==> src/rtl/tevd_pkg.sv <==
// Shared types, codes and sizes for the touch event decoder.
package tevd_pkg;

	localparam int NUM_SLOTS_DEF = 10;
	localparam int SLOT_W        = 4;
	localparam int COORD_W       = 16;
	localparam int DIM_W         = 13;
	localparam int CFG_IDX_W     = 2;
	localparam int CFG_DATA_W    = 13;

	// decoupling queue between decode and transform
	localparam int Q_DEPTH = 2;
	localparam int QPTR_W  = (Q_DEPTH > 1) ? $clog2(Q_DEPTH) : 1;
	localparam int QCNT_W  = $clog2(Q_DEPTH + 1);

	localparam logic [11:0] DOWNMOVE_BASE_HI = 12'h600;
	localparam logic [11:0] UP_BASE_HI       = 12'h610;
	localparam logic [15:0] CODE_LEGACY_POS  = 16'h0001;
	localparam logic [15:0] CODE_LEGACY_UP   = 16'h0000;
	localparam logic [15:0] TOUCH_KEY        = 16'h014a;

	typedef enum logic [1:0] {
		KIND_ABS   = 2'd0,
		KIND_KEY   = 2'd1,
		KIND_OTHER = 2'd2,
		KIND_RSVD  = 2'd3
	} event_kind_t;

	typedef enum logic [1:0] {
		PH_DOWN = 2'd0,
		PH_MOVE = 2'd1,
		PH_UP   = 2'd2,
		PH_RSVD = 2'd3
	} phase_t;

	typedef enum logic [1:0] {
		ROT_AUTO = 2'd0,
		ROT_NONE = 2'd1,
		ROT_90   = 2'd2,
		ROT_270  = 2'd3
	} rot_mode_t;

	typedef enum logic [CFG_IDX_W-1:0] {
		REG_ROTATION = 2'd0,
		REG_WIDTH    = 2'd1,
		REG_HEIGHT   = 2'd2,
		REG_NONE     = 2'd3
	} reg_index_t;

	typedef struct packed {
		logic [1:0]  event_kind;
		logic [15:0] event_code;
		logic [31:0] event_value;
	} event_t;

	typedef struct packed {
		logic [1:0]         touch_phase;
		logic [SLOT_W-1:0]  touch_slot;
		logic [COORD_W-1:0] touch_x;
		logic [COORD_W-1:0] touch_y;
	} report_t;

	typedef struct packed {
		logic full;
		logic empty;
	} qstat_t;

endpackage

==> src/rtl/tevd_front.sv <==
// Front end: takes events, keeps contact state, classifies into raw reports.
module tevd_front #(
	parameter int NUM_SLOTS = tevd_pkg::NUM_SLOTS_DEF
) (
	input  logic              clk,
	input  logic              arst_n,
	input  logic              accept,
	input  tevd_pkg::event_t  ev,
	output logic              rpt_valid,
	output tevd_pkg::report_t rpt
);

	localparam logic [tevd_pkg::SLOT_W:0] SLOT_LIM = (tevd_pkg::SLOT_W + 1)'(NUM_SLOTS);

	logic [NUM_SLOTS-1:0] contact_q;
	logic                 legacy_q;
	logic [15:0]          legacy_x_q;
	logic [15:0]          legacy_y_q;

	logic [NUM_SLOTS-1:0]         slot_oh;
	logic [tevd_pkg::SLOT_W-1:0]  slot;
	logic                         slot_ok;
	logic                         is_abs;
	logic                         hit_dm;
	logic                         hit_up;
	logic                         hit_lpos;
	logic                         hit_lup;
	logic                         slot_busy;
	logic [15:0]                  px;
	logic [15:0]                  py;

	assign slot    = ev.event_code[tevd_pkg::SLOT_W-1:0];
	assign slot_ok = {1'b0, slot} < SLOT_LIM;
	assign is_abs  = ev.event_kind == tevd_pkg::KIND_ABS;
	assign px      = ev.event_value[31:16];
	assign py      = ev.event_value[15:0];

	always_comb begin
		for (int i = 0; i < NUM_SLOTS; i++) begin
			slot_oh[i] = slot == tevd_pkg::SLOT_W'(i);
		end
	end

	assign slot_busy = |(contact_q & slot_oh);

	assign hit_dm   = is_abs && ev.event_code[15:4] == tevd_pkg::DOWNMOVE_BASE_HI && slot_ok;
	assign hit_up   = is_abs && ev.event_code[15:4] == tevd_pkg::UP_BASE_HI && slot_ok;
	assign hit_lpos = is_abs && ev.event_code == tevd_pkg::CODE_LEGACY_POS;
	// legacy lift: axis code zero, or touch-key release
	assign hit_lup  = legacy_q &&
		((is_abs && ev.event_code == tevd_pkg::CODE_LEGACY_UP) ||
		 (ev.event_kind == tevd_pkg::KIND_KEY && ev.event_code == tevd_pkg::TOUCH_KEY &&
		  ev.event_value == 32'd0));

	assign rpt_valid = accept && (hit_dm || hit_up || hit_lpos || hit_lup);

	always_comb begin
		rpt.touch_phase = tevd_pkg::PH_UP;
		rpt.touch_slot  = '0;
		rpt.touch_x     = legacy_x_q;
		rpt.touch_y     = legacy_y_q;
		priority if (hit_dm) begin
			rpt.touch_phase = slot_busy ? tevd_pkg::PH_MOVE : tevd_pkg::PH_DOWN;
			rpt.touch_slot  = slot;
			rpt.touch_x     = px;
			rpt.touch_y     = py;
		end else if (hit_up) begin
			rpt.touch_slot = slot;
			rpt.touch_x    = px;
			rpt.touch_y    = py;
		end else if (hit_lpos) begin
			rpt.touch_phase = legacy_q ? tevd_pkg::PH_MOVE : tevd_pkg::PH_DOWN;
			rpt.touch_x     = px;
			rpt.touch_y     = py;
		end else begin
		end
	end

	always_ff @(posedge clk or negedge arst_n) begin
		if (!arst_n) begin
			contact_q  <= '0;
			legacy_q   <= 1'b0;
			legacy_x_q <= '0;
			legacy_y_q <= '0;
		end else if (accept) begin
			priority if (hit_dm) begin
				contact_q <= contact_q | slot_oh;
			end else if (hit_up) begin
				contact_q <= contact_q & ~slot_oh;
			end else if (hit_lpos) begin
				contact_q[0] <= 1'b1;
				legacy_q     <= 1'b1;
				legacy_x_q   <= px;
				legacy_y_q   <= py;
			end else if (hit_lup) begin
				contact_q[0] <= 1'b0;
				legacy_q     <= 1'b0;
			end else begin
			end
		end
	end

endmodule

==> src/rtl/tevd_queue.sv <==
// Short report queue between the decode front and the transform back end.
module tevd_queue (
	input  logic              clk,
	input  logic              arst_n,
	input  logic              wr,
	input  tevd_pkg::report_t wdata,
	input  logic              rd,
	output tevd_pkg::report_t rdata,
	output tevd_pkg::qstat_t  stat
);

	localparam logic [tevd_pkg::QPTR_W-1:0] PTR_LAST = tevd_pkg::QPTR_W'(tevd_pkg::Q_DEPTH - 1);
	localparam logic [tevd_pkg::QCNT_W-1:0] CNT_FULL = tevd_pkg::QCNT_W'(tevd_pkg::Q_DEPTH);

	tevd_pkg::report_t              mem_q [tevd_pkg::Q_DEPTH];
	logic [tevd_pkg::QPTR_W-1:0]    wptr_q;
	logic [tevd_pkg::QPTR_W-1:0]    rptr_q;
	logic [tevd_pkg::QCNT_W-1:0]    cnt_q;
	logic                           do_wr;
	logic                           do_rd;

	assign stat.full  = cnt_q == CNT_FULL;
	assign stat.empty = cnt_q == '0;
	assign do_wr      = wr && !stat.full;
	assign do_rd      = rd && !stat.empty;
	assign rdata      = mem_q[rptr_q];

	always_ff @(posedge clk) begin
		if (do_wr) begin
			mem_q[wptr_q] <= wdata;
		end
	end

	always_ff @(posedge clk or negedge arst_n) begin
		if (!arst_n) begin
			wptr_q <= '0;
			rptr_q <= '0;
			cnt_q  <= '0;
		end else begin
			if (do_wr) begin
				wptr_q <= (wptr_q == PTR_LAST) ? '0 : wptr_q + 1'b1;
			end
			if (do_rd) begin
				rptr_q <= (rptr_q == PTR_LAST) ? '0 : rptr_q + 1'b1;
			end
			unique case ({do_wr, do_rd})
				2'b10:   cnt_q <= cnt_q + 1'b1;
				2'b01:   cnt_q <= cnt_q - 1'b1;
				default: cnt_q <= cnt_q;
			endcase
		end
	end

endmodule

==> src/rtl/tevd_back.sv <==
// Back end: config registers, rotation and clamp, output register.
module tevd_back (
	input  logic                              clk,
	input  logic                              arst_n,
	input  logic                              wr_en,
	input  logic [tevd_pkg::CFG_IDX_W-1:0]    wr_index,
	input  logic [tevd_pkg::CFG_DATA_W-1:0]   wr_data,
	input  tevd_pkg::qstat_t                  qstat,
	input  tevd_pkg::report_t                 head,
	output logic                              q_rd,
	input  logic                              pop,
	output logic                              empty,
	output tevd_pkg::report_t                 report
);

	localparam int CW = tevd_pkg::COORD_W + 2;

	logic [1:0]                  rot_q;
	logic [tevd_pkg::DIM_W-1:0]  width_q;
	logic [tevd_pkg::DIM_W-1:0]  height_q;

	logic                        out_valid_q;
	tevd_pkg::report_t           out_q;

	logic                        size_ok;
	logic [1:0]                  mode;
	logic signed [CW-1:0]        xs;
	logic signed [CW-1:0]        ys;
	logic signed [CW-1:0]        ws;
	logic signed [CW-1:0]        hs;
	logic signed [CW-1:0]        xr;
	logic signed [CW-1:0]        yr;
	logic signed [CW-1:0]        xc;
	logic signed [CW-1:0]        yc;
	tevd_pkg::report_t           xf;

	always_ff @(posedge clk or negedge arst_n) begin
		if (!arst_n) begin
			rot_q    <= tevd_pkg::ROT_AUTO;
			width_q  <= '0;
			height_q <= '0;
		end else if (wr_en) begin
			unique case (wr_index)
				tevd_pkg::REG_ROTATION: rot_q    <= wr_data[1:0];
				tevd_pkg::REG_WIDTH:    width_q  <= wr_data[tevd_pkg::DIM_W-1:0];
				tevd_pkg::REG_HEIGHT:   height_q <= wr_data[tevd_pkg::DIM_W-1:0];
				default: ;
			endcase
		end
	end

	assign size_ok = width_q != '0 && height_q != '0;
	assign xs = CW'(signed'({2'b00, head.touch_x}));
	assign ys = CW'(signed'({2'b00, head.touch_y}));
	assign ws = CW'(signed'({5'b00000, width_q}));
	assign hs = CW'(signed'({5'b00000, height_q}));

	always_comb begin
		mode = rot_q;
		if (rot_q == tevd_pkg::ROT_AUTO) begin
			mode = (width_q > height_q) ? tevd_pkg::ROT_90 : tevd_pkg::ROT_NONE;
		end
		unique case (mode)
			tevd_pkg::ROT_90: begin
				xr = ys;
				yr = hs - CW'(1) - xs;
			end
			tevd_pkg::ROT_270: begin
				xr = ws - CW'(1) - ys;
				yr = xs;
			end
			default: begin
				xr = xs;
				yr = ys;
			end
		endcase
		priority if (xr < 0)   xc = '0;
		else if (xr >= ws)     xc = ws - CW'(1);
		else                   xc = xr;
		priority if (yr < 0)   yc = '0;
		else if (yr >= hs)     yc = hs - CW'(1);
		else                   yc = yr;

		xf = head;
		if (size_ok) begin
			xf.touch_x = xc[tevd_pkg::COORD_W-1:0];
			xf.touch_y = yc[tevd_pkg::COORD_W-1:0];
		end
	end

	// output register refills in the same cycle its result transfers out
	assign q_rd   = !qstat.empty && (!out_valid_q || pop);
	assign empty  = !out_valid_q;
	assign report = out_q;

	always_ff @(posedge clk) begin
		if (q_rd) begin
			out_q <= xf;
		end
	end

	always_ff @(posedge clk or negedge arst_n) begin
		if (!arst_n) begin
			out_valid_q <= 1'b0;
		end else if (q_rd) begin
			out_valid_q <= 1'b1;
		end else if (pop) begin
			out_valid_q <= 1'b0;
		end
	end

endmodule

==> src/rtl/touch_event_decoder_core.sv <==
// Top level of the touch event decoder.
//
//  channel   dir  handshake       payload
//  events    in   push / full     raw_event (event_kind, event_code, event_value)
//  reports   out  empty / pop     report (touch_phase, touch_slot, touch_x, touch_y)
//  config    in   wr_en           wr_index, wr_data (0 rotation, 1 width, 2 height)
//
// One event is taken per cycle while the report queue has room.
// A report is written into the queue at the edge that accepts its event, then moves through
// the transform into the output register when that register is empty or being popped.
// full rises only when the output register is held and the two-entry queue is full.
// arst_n clears contact state, the queue pointers and count, the output valid flag and the config registers.
module touch_event_decoder_core #(
	parameter int NUM_SLOTS = tevd_pkg::NUM_SLOTS_DEF
) (
	input  logic                              clk,
	input  logic                              arst_n,
	input  logic                              push,
	output logic                              full,
	input  tevd_pkg::event_t                  raw_event,
	output logic                              empty,
	input  logic                              pop,
	output tevd_pkg::report_t                 report,
	input  logic                              wr_en,
	input  logic [tevd_pkg::CFG_IDX_W-1:0]    wr_index,
	input  logic [tevd_pkg::CFG_DATA_W-1:0]   wr_data
);

	tevd_pkg::qstat_t  qstat;
	tevd_pkg::report_t fr_rpt;
	tevd_pkg::report_t q_head;
	logic              fr_valid;
	logic              q_rd;
	logic              accept;

	assign full   = qstat.full;
	assign accept = push && !qstat.full;

	tevd_front #(
		.NUM_SLOTS(NUM_SLOTS)
	) u_front (
		.clk      (clk),
		.arst_n   (arst_n),
		.accept   (accept),
		.ev       (raw_event),
		.rpt_valid(fr_valid),
		.rpt      (fr_rpt)
	);

	tevd_queue u_queue (
		.clk   (clk),
		.arst_n(arst_n),
		.wr    (fr_valid),
		.wdata (fr_rpt),
		.rd    (q_rd),
		.rdata (q_head),
		.stat  (qstat)
	);

	tevd_back u_back (
		.clk     (clk),
		.arst_n  (arst_n),
		.wr_en   (wr_en),
		.wr_index(wr_index),
		.wr_data (wr_data),
		.qstat   (qstat),
		.head    (q_head),
		.q_rd    (q_rd),
		.pop     (pop),
		.empty   (empty),
		.report  (report)
	);

endmodule

==> config.mk <==
export PLATFORM = sky130hd
export DESIGN_NAME = touch_event_decoder_core
export DESIGN_NICKNAME = d
export VERILOG_FILES = /design/src/rtl/tevd_pkg.sv /design/src/rtl/tevd_front.sv /design/src/rtl/tevd_queue.sv /design/src/rtl/tevd_back.sv /design/src/rtl/touch_event_decoder_core.sv
export SDC_FILE = /design/constraint.sdc
export NUM_CORES = 1
export LEC_CHECK = 0
export BUFFER_PORTS_ARGS = -buffer_cell sky130_fd_sc_hd__buf_2
export CELL_PAD_IN_SITES_DETAIL_PLACEMENT = 0
export CELL_PAD_IN_SITES_GLOBAL_PLACEMENT = 2
export CORE_ASPECT_RATIO = 0.6
export CORE_UTILIZATION = 25
export DETAILED_ROUTE_END_ITERATION = 8
export HOLD_SLACK_MARGIN = 0.02
export PLACE_DENSITY_LB_ADDON = 0.15
export SYNTH_ARGS = -nofsm -noshare
export SYNTH_HDL_FRONTEND = slang
export SYNTH_HIERARCHICAL = 1
export SYNTH_SLANG_ARGS = --single-unit
==> constraint.sdc <==
create_clock -name clk -period 5.3 [get_ports clk]
set_input_delay 1.06 -clock clk [delete_from_list [all_inputs] [get_ports clk]]
set_output_delay 1.06 -clock clk [all_outputs]
set_load 0.005 [all_outputs]
== Word-level counts from Yosys, hierarchy flattened ==
Memory sizes are Yosys's and may differ from the RTL's.
Index checks and enable logic that the tools add are counted.
Operators by class
  add/subtract/negate cells: 8
  multipliers: 0
  divide/modulo/power cells: 0
  bitwise logic cells: 6
  eq/ne operators: 21
  reduce and logical (&&, ||, !) cells: 45
  shift-type cells: 0
  $lt $le $gt $ge: 6
  multiplexer cells: 29
Operator list (number)
  2-to-1 mux 32 bit: 3
  one-hot mux 18 bit (2 select lines): 2
  2-to-1 mux 16 bit: 4
  2-to-1 mux 38 bit: 1
  greater-or-equal comparator 18 x 14 -> 1 bit: 2
  < comparator 18 x 1 -> 1 bit, second input constant: 2
  subtractor 14 x 17 -> 18 bit: 2
  zero test 32 bit: 1
  subtractor 13 x 1 -> 14 bit, second input constant: 2
  nonzero test 13 bit: 2
  equality test 12 x 11 -> 1 bit, second input constant: 2
  bitwise AND 10 bit: 2
  equality test 16 x 1 -> 1 bit, second input constant: 1
  equality test 16 x 9 -> 1 bit, second input constant: 1
  equality test 4 x 3 -> 1 bit, second input constant: 4
  zero test 16 bit: 1
  logical AND 1 bit: 15
  > comparator 13 bit: 1
  2-to-1 mux 1 bit: 11
  equality test 2 bit, second input constant: 5
  2-to-1 mux 10 bit: 1
  inverter 10 bit: 1
  OR 10 bit: 1
  AND reduction 2 bit: 5
  21 further kinds: 43
Word-level totals
  output and inout bits: 40
  memory bits (writable): 76
  input bits: 70
  latch bits: 0
  memory bits (read-only): 0
  logic and storage cells: 132
  memories: 1
  register bits: 114
Memory list
  u_queue.mem_q: words 2, bits a word 38, read ports 1, clocked after Yosys merged registers in 0, wr ports 1, line tevd_queue.sv:15  | tevd_pkg::report_t mem_q [tevd_pkg::Q_DEPTH];

== Longest topological paths before layout ==
Gate-level depths: netlist (run 1).
  depth in word-level cells: 10
  depth in mapped cells: 23
  depth with buffers taken out: 22

== Hierarchy ==
Netlist (run 1), hierarchy kept.
By module, submodules not included
  tevd_back: seq. area each 1866.8 µm², instances 1, cells each 779, area an instance 6759.0 µm²
  tevd_queue: seq. area each 2382.3 µm², instances 1, cells each 136, area an instance 2982.9 µm²
  tevd_front: seq. area each 1076.0 µm², instances 1, cells each 214, area an instance 2715.1 µm²
  touch_event_decoder_core: seq. area each 0.0 µm², instances 1, cells each 1, area an instance 13.8 µm²

== Worst setup path before layout (run 1) ==
No wires, ideal clock.
  kind: flip-flop to flip-flop
  start: reg u_back/height_q[4] in the netlist's numbering
  end: reg u_back.out_q (netlist bit u_back/report[10]), data pin
  required time: 5.041 ns
  cell stages (with the launch flop): 21
  setup time: 0.259 ns
  setup slack: 0.477 ns
  period minus slack after synthesis: 4.823 ns
  buffers on the path: 1
  data arrival time: 4.564 ns
  cells stage by stage: dfrtp_1 -> nor4_1 -> nand2_1 -> o41ai_1 -> nand2_1 -> ha_1 -> a21o_1 -> a21oi_1 -> a2bb2oi_1 -> o31a_1 -> o311ai_0 -> a21oi_1 -> ha_1 -> a221oi_2 -> o21ai_1 -> a311o_1 -> nand4b_1 -> o41ai_4 -> buf_6 -> mux2i_1 -> o21ai_1
RTL lines
  from (decl): line tevd_back.sv:20  | logic [tevd_pkg::DIM_W-1:0] height_q;
  from (signal assigned): line tevd_back.sv:46  | tevd_pkg::REG_HEIGHT: height_q <= wr_data[tevd_pkg::DIM_W-1:0];
  to (signal assigned): line tevd_back.sv:98  | out_q <= xf;
  to (decl): line tevd_back.sv:23  | tevd_pkg::report_t out_q;

==> metrics, run 1 <==
status=complete, but fails checks; failing checks=negative setup slack; GRT busiest layer=met1; Yosys reg bits=190; largest cells by area after synthesis=edfxtp_1, dfrtp_1, ha_1; Pre-antenna DRT Iters=5; Cell variety after synth=96; Place WS=-1020 ps; most frequent cell after synthesis=edfxtp_1; Reg clk slew, reported paths=90 ps; CP max stage delay=~450 ps; post-layout min period=~5400 ps; Design Area, Final=between 0.015 and 0.02 mm2; root buffer cell=clkbuf_16; drt via density=4.90; final setup violation count=13; Core ar.=0.0485 mm2; first-pass GRT wire length=72.4 mm; initial antenna violation count=1; I/O Buffers=109; Worst slew margin=0.179; Nets=1618; Via Count=10395; worst vdd ir=0.000237 V; row cnt=just over 60; Worst-Margin Slew=1220 ps; ANT cells=0; syn avg cell area=about 11 um2; Critical Path RT=between 5000 and 6000 ps; CP delay by family, top=compound AO/OA/AOI/OAI gates; PwrDens=394 mW/mm2; Worst path slowest cell=or3_4; Pleak=7.44 nW; CTS Hold Bufs=0; post-synthesis sequential area ratio=0.427; drt total wl=between 40 and 50 mm; CTS H-tree lvls=4; yosys warns=6; hpwl dp=39.4 mm; Die Span Y=175 um; Total GRT Usage=0.197; syn nets=1278; met3 Usage GRT=0.0421; Cells after Synth=1130; largest net degree at the start of global routing=42; clk_lat worst skew=450 ps; Buffers & Inverters on Critical Path=3; max cap viols=0; Post-synth EDFFs=between 100 and 150; Top Ports=110; cts bufs inserted=17; skew final=between 10 and 15 ps; Crit. End Element=flop; Max Freq=0.184 GHz; Starting Density=0.257; synth cell count leaders=edfxtp_1, inv_1, nand2_1; crit-path cells=buf_6 -> or3_4 -> nor4_4 -> nand2_2 -> xnor2_4 -> ha_4 -> a21o_4 -> nor4_4 -> buf_4 -> o31ai_2 -> xor2_1 -> a221o_1 -> ha_2 -> nor3_2 -> o21ai_2 -> a211oi_2 -> o211a_4 -> nand3_4 -> mux2_4 -> a21oi_1 -> buf_4 -> o31ai_2; startpoint types=flop; Fillers=4865; met2 usage=0.260; mapped cell area=0.0125 mm2; GPL Wtd Cong=0.864; Area growth, synth to finish=37.3%; HP Class=flop to flop; Area after DPL=0.0151 mm2; critical path data arrival time=5610 ps; DR WL/cell=23.4 um; CTS tree=done; Sink Count=190; fin crit share=1.02; area leader, netlist=edfxtp_1; RSZ-0062 raised after global routing=yes; GR Util met1=0.317; vias in the first global route=10292; Worst Setup Slack, final=-125 ps; post-layout util=0.353; Final Hold Viols=0; ys flop type=edfxtp_1; Post-synth ARST share=0.400; antenna-violating nets left=0; Yosys top cell area share=0.275; DRT iter0 DRCs=just under 800; CP Max Fanout=7; worst hold margin=roughly 490 ps; Clock Path Buffers=2; grt total ovfl=0; Die W=290 um; post-route DRC violation count=0; Slew Limit Fails=0; worst setup path category=flop to flop; Multi-input gate area=0.00750 mm2; DP Cell Count=a little over 2000; die area=0.0508 mm2; register area=0.00533 mm2; share of layout cells above drive strength 1=0.448; Post-Layout Cell Count=2123
## worst paths after layout
check                                   from                         end  slack, ps  depth (start not counted)
max                        u_back/width_q[4]           u_back/report[27]       -120                         22
min                                     flop                        flop        490                          1
max reg2reg                u_back/width_q[4]           u_back/report[27]       -120                         22
min reg2reg                             flop                        flop        490                          1
max in group asynchronous             arst_n         u_back/height_q[11]       3690                          2
min in group asynchronous             arst_n  asynchronous set/reset pin        560                          1
## kinds of logic after synthesis
family / share of synthesized area
mux: 0.153
simple gates: 0.124
xor+xnor: 0.0281
buf+inv: 0.0516
compound gates: 0.137
flops: 0.427
fa+ha+maj: 0.0795
## metal layers
| metal | routed length (um) | up-vias |
|---|---|---|
| met2 | 19100 | 257 |
| met1 | 27100 | 5218 |
| met4 | 496 | 0 |
| li1 | - | 4897 |
| met5 | 0 | - |
| met3 | 3010 | 23 |
## per-stage QoR
stage	setup TNS [ps]	power, W
after floorplan	0	0.00340
after global placement	-18170	0.00480
after detailed placement	-19160	0.00479
after CTS	-777	0.00660
after global routing	-2780	0.00711
final	-1240	0.00675
## placed cells by master (no fill, tap or decap), drive strengths merged, types with 31 or more instances in the layout
master	n
nand2	78
edfxtp	114
dfrtp	76
nor2	60
nor3	32
mux2	133
ha	76
xnor2	31
a21oi	46
inv	93
buf	366
o21ai	53
## final cells by class
type                       count  share of cell area
multi-input combinational    810               0.438
sequential                   190               0.311
timing repair buffer         366               0.149
tap                          640              0.0468
clock buffer                  19              0.0278
inverter                      85              0.0186
clock inverter                13             0.00906
## repair_timing
item / in CTS / in global routing
setup endpoints to repair: 29 / 29
pin swaps: 58 / 55
cloned: 2 / 0
resized for setup: 125 / 71
setup buffers: 27 / 21
## sequential cells by signal (all words and copies together) (netlist names), named ones only
register / cells
u_back/height_q: 13
u_front/legacy_x_q: 16
u_back/width_q: 13
u_front/legacy_y_q: 16
u_queue/wptr_q: 1
u_queue/rptr_q: 1
u_back/out_valid_q: 1
u_front/contact_q: 1
u_queue/mem_q: 76
u_front/legacy_q: 1
u_back/rot_q: 2
u_back/report: 38
u_queue/cnt_q: 2
## power by group
part | internal (W) | switching [W] | total (W)
Combinational | 0.00159 | 0.00185 | 0.00344
Clock | 0.000696 | 0.000700 | 0.00140
Sequential | 0.00181 | 0.0000998 | 0.00191
No activity file was read; power rests on OpenSTA's default activity.
==> run 2, diff against run 1 <==
--- a/config.mk
+++ b/config.mk
@@ -15,5 +15,4 @@
 export PLACE_DENSITY_LB_ADDON = 0.15
 export SYNTH_ARGS = -nofsm -noshare
 export SYNTH_HDL_FRONTEND = slang
-export SYNTH_HIERARCHICAL = 1
 export SYNTH_SLANG_ARGS = --single-unit
==> run 2 against run 1 <==
The flow now finishes without violations. Via count down 13%. Sequential share of layout area up 5.8 points. Total power down 10%. Worst hold slack worse by 5.0 ps. Clock skew up 3.3 ps. Fmax up 6.2%. Count of clock-buffer cells in the layout down 1. First-iteration DRC count down 18%. Final area down 16%. Critical path depth down 1. Die area down 6.6%. Register-to-register slack better by 320 ps. Critical path type unchanged. Critical endpoint is now u_back.report[24].
==> metrics, run 2 <==
share of layout cells above drive strength 1=0.342 (was 0.448); most frequent cell after synthesis=edfxtp_1 (unchanged); post-route DRC violation count=0 (unchanged); Starting Density=0.257 (about the same); largest cells by area after synthesis=edfxtp_1, dfrtp_1, mux2_2 (was edfxtp_1, dfrtp_1, ha_1); post-synthesis sequential area ratio=0.457 (was 0.427); grt total ovfl=0 (unchanged); cts bufs inserted=17 (unchanged); antenna-violating nets left=0 (unchanged); DRT iter0 DRCs=637 (was 779); CTS Hold Bufs=0 (unchanged); status=finished, final reports clean (was complete, but fails checks); Via Count=9002 (was 10395); post-layout min period=5110 ps (was 5420 ps); I/O Buffers=109 (unchanged); syn avg cell area=11.3 um2 (was 11.0 um2); root buffer cell=clkbuf_16 (unchanged); DR WL/cell=21.7 um (was 23.4 um); syn nets=1179 (was 1278); CP Max Fanout=8 (was 7); largest net degree at the start of global routing=42 (unchanged); PwrDens=418 mW/mm2 (was 394 mW/mm2); Worst-Margin Slew=904 ps (was 1220 ps); Area growth, synth to finish=24.3% (was 37.3%); CP delay by family, top=compound AO/OA/AOI/OAI gates (unchanged); worst vdd ir=0.000216 V (was 0.000237 V); Critical Path RT=5490 ps (was 5480 ps); hold worst-path end=u_queue.cnt_q[1]; Cells after Synth=1031 (was 1130); Buffers & Inverters on Critical Path=4 (was 3); Post-synth ARST share=0.400 (unchanged); row cnt=60 (was 62); startpoint types=flop (unchanged); register area=0.00534 mm2 (was 0.00533 mm2); register name with the most flops=u_queue.mem_q (was u_queue/mem_q); reg2reg end=u_back.report[24] (was u_back/report[27]); Nets=1369 (was 1618); Worst Min Path Start=u_queue.cnt_q[1]; initial antenna violation count=0 (was 1); Clock Path Buffers=2 (unchanged); final setup violation count=0 (was 13); clk_lat worst skew=460 ps (was 450 ps); Max Freq=0.196 GHz (was 0.184 GHz); commonest cells after routing, fill and taps aside=edfxtp_1, buf_2, mux2_2 (was buf_4, edfxtp_1, buf_2); worst setup path category=flop to flop (unchanged); CP max stage delay=540 ps (was 450 ps); Multi-input gate area=0.00621 mm2 (was 0.00750 mm2); Worst slew margin=0.395 (was 0.179); Reg clk slew, reported paths=90 ps (about the same); Crit. End Element=flop (unchanged); die area=0.0475 mm2 (was 0.0508 mm2); Cell variety after synth=68 (was 96); fin crit share=0.963 (was 1.02); Sink Count=190 (unchanged); Core ar.=0.0453 mm2 (was 0.0485 mm2); Worst path slowest cell=dfrtp_4 (was or3_4); worst hold margin=487 ps (was 492 ps); synth cell count leaders=edfxtp_1, mux2_2, dfrtp_1, ha_1, nor2_1 (was edfxtp_1, inv_1, nand2_1); Fillers=4720 (was 4865); vias in the first global route=8824 (was 10292); CTS tree=done (unchanged); Total GRT Usage=0.172 (was 0.197); skew final=17.7 ps (was 14.4 ps); Pre-antenna DRT Iters=7 (was 5); crit-path cells=mux2i_1 -> inv_1 -> ha_1 -> inv_1 -> fa_1 -> a211oi_2 -> buf_4 -> o21bai_1 -> a31o_2 -> a21oi_2 -> xnor2_1 -> nand2_1 -> o221ai_1 -> ha_1 -> a21oi_2 -> o31ai_1 -> nor4_1 -> nand3_1 -> buf_4 -> nor2_2 -> o221ai_1 (was buf_6 -> or3_4 -> nor4_4 -> nand2_2 -> xnor2_4 -> ha_4 -> a21o_4 -> nor4_4 -> buf_4 -> o31ai_2 -> xor2_1 -> a221o_1 -> ha_2 -> nor3_2 -> o21ai_2 -> a211oi_2 -> o211a_4 -> nand3_4 -> mux2_4 -> a21oi_1 -> buf_4 -> o31ai_2); CTS H-tree lvls=4 (unchanged); Final Hold Viols=0 (unchanged); Die W=281 um (was 290 um); area leader, netlist=edfxtp_1 (unchanged); Yosys top cell area share=0.294 (was 0.275); max reg flops=76 (unchanged); hold path cells=1 (unchanged); Die Span Y=169 um (was 175 um); Top Ports=110 (unchanged); drt total wl=40.2 mm (was 49.8 mm); FF-to-FF Start=u_queue.rptr_q (was u_back/width_q[4]); setup slack, reg-to-reg=190 ps (was -120 ps); Pleak=6.12 nW (was 7.44 nW); critical path data arrival time=5290 ps (was 5610 ps); first-pass GRT wire length=59.8 mm (was 72.4 mm); Post-synth EDFFs=114 (unchanged); most common cell after layout, fill and taps aside=edfxtp_1 (was buf_4); mapped cell area=0.0116 mm2 (was 0.0125 mm2); Slew Limit Fails=0 (unchanged); R2R depth=21 (was 22); Yosys reg bits=190 (unchanged); hpwl dp=30.7 mm (was 39.4 mm); HP Class=flop to flop (unchanged); ys flop type=edfxtp_1 (unchanged); post-layout util=0.319 (was 0.353); GPL Wtd Cong=0.821 (was 0.864); yosys warns=0 (was 6); drt via density=4.85 (was 4.90); max cap viols=0 (unchanged)
[run 2: cell type report]
class / instances / area share
clock buffers: 18 / 0.0297
clock inverters: 14 / 0.0112
inverters: 43 / 0.0112
multi-input cells: 757 / 0.429
flip-flops and latches: 190 / 0.369
repair buffers: 212 / 0.0960
well taps: 620 / 0.0536
diodes: 1 / 0.000173
[run 2: repair_timing]
item | CTS | global route
endpoints found under the setup margin | 19 | 32
gates resized for setup | 7 | 49
cloned | 0 | 1
buffers inserted | 0 | 12
pin swaps | 0 | 16
[run 2: worst max-delay path by stage]
stage	start	endpoint	slack, ps	cells after the start
finish	u_queue.rptr_q	u_back.report[24]	190	21
global route	u_back.height_q[0]	u_back.report[11]	-40	24
CTS	u_back.width_q[2]	u_back.report[24]	2	23
detailed placement	u_back.width_q[2]	u_back.report[24]	-180	20
global placement	u_back.width_q[2]	u_back.report[24]	-50	22
floorplan	u_queue.rptr_q	u_back.report[4]	290	20
[run 2: power by group]
group | internal [W] | switching, W | leakage [nW] | total (W)
Clock | 0.000638 | 0.000690 | 0.289 | 0.00133
Sequential | 0.00182 | 0.000133 | 2.21 | 0.00195
Combinational | 0.00122 | 0.00154 | 3.62 | 0.00277
Total | 0.00368 | 0.00237 | 6.12 | 0.00605
[run 2: cells by family (layout without fill, tap and decap cells)]
| kind of cell | after synthesis | after routing | share of synthesized area |
|---|---|---|---|
| and+or+nand+nor | 251 | 251 | 0.112 |
| xor gates and xnor gates | 46 | 46 | 0.0346 |
| adders and majority gates | 78 | 78 | 0.0851 |
| DFF | 190 | 190 | 0.457 |
| other | 0 | 1 | 0 |
| muxes | 141 | 141 | 0.134 |
| AOI/OAI and AO/OA | 241 | 241 | 0.147 |
| buffers and inverters | 84 | 287 | 0.0302 |
[run 2: layer usage]
metal,global-route usage,share of wire,up-vias
met5,0,0,-
met4,0.0311,0.0084,0
met3,0.0311,0.041,19
met2,0.228,0.39,165
met1,0.281,0.56,4480
li1,-,-,4338
[run 2: stage by stage]
step / cells / TNS, ps / setup slack [ps] / instance area [um2] / power [W]
6_report: 1855 / 0 / 194 / 14500 / 0.00605
5_1_grt: 1854 / -114 / -36.7 / 14500 / 0.00642
2_1_floorplan: 1031 / 0 / 287 / 11600 / 0.00350
4_1_cts: 1841 / 0 / 1.86 / 14200 / 0.00588
3_5_place_dp: 1809 / -838 / -176 / 13500 / 0.00449
3_3_place_gp: 1809 / -115 / -45.5 / 13500 / 0.00453
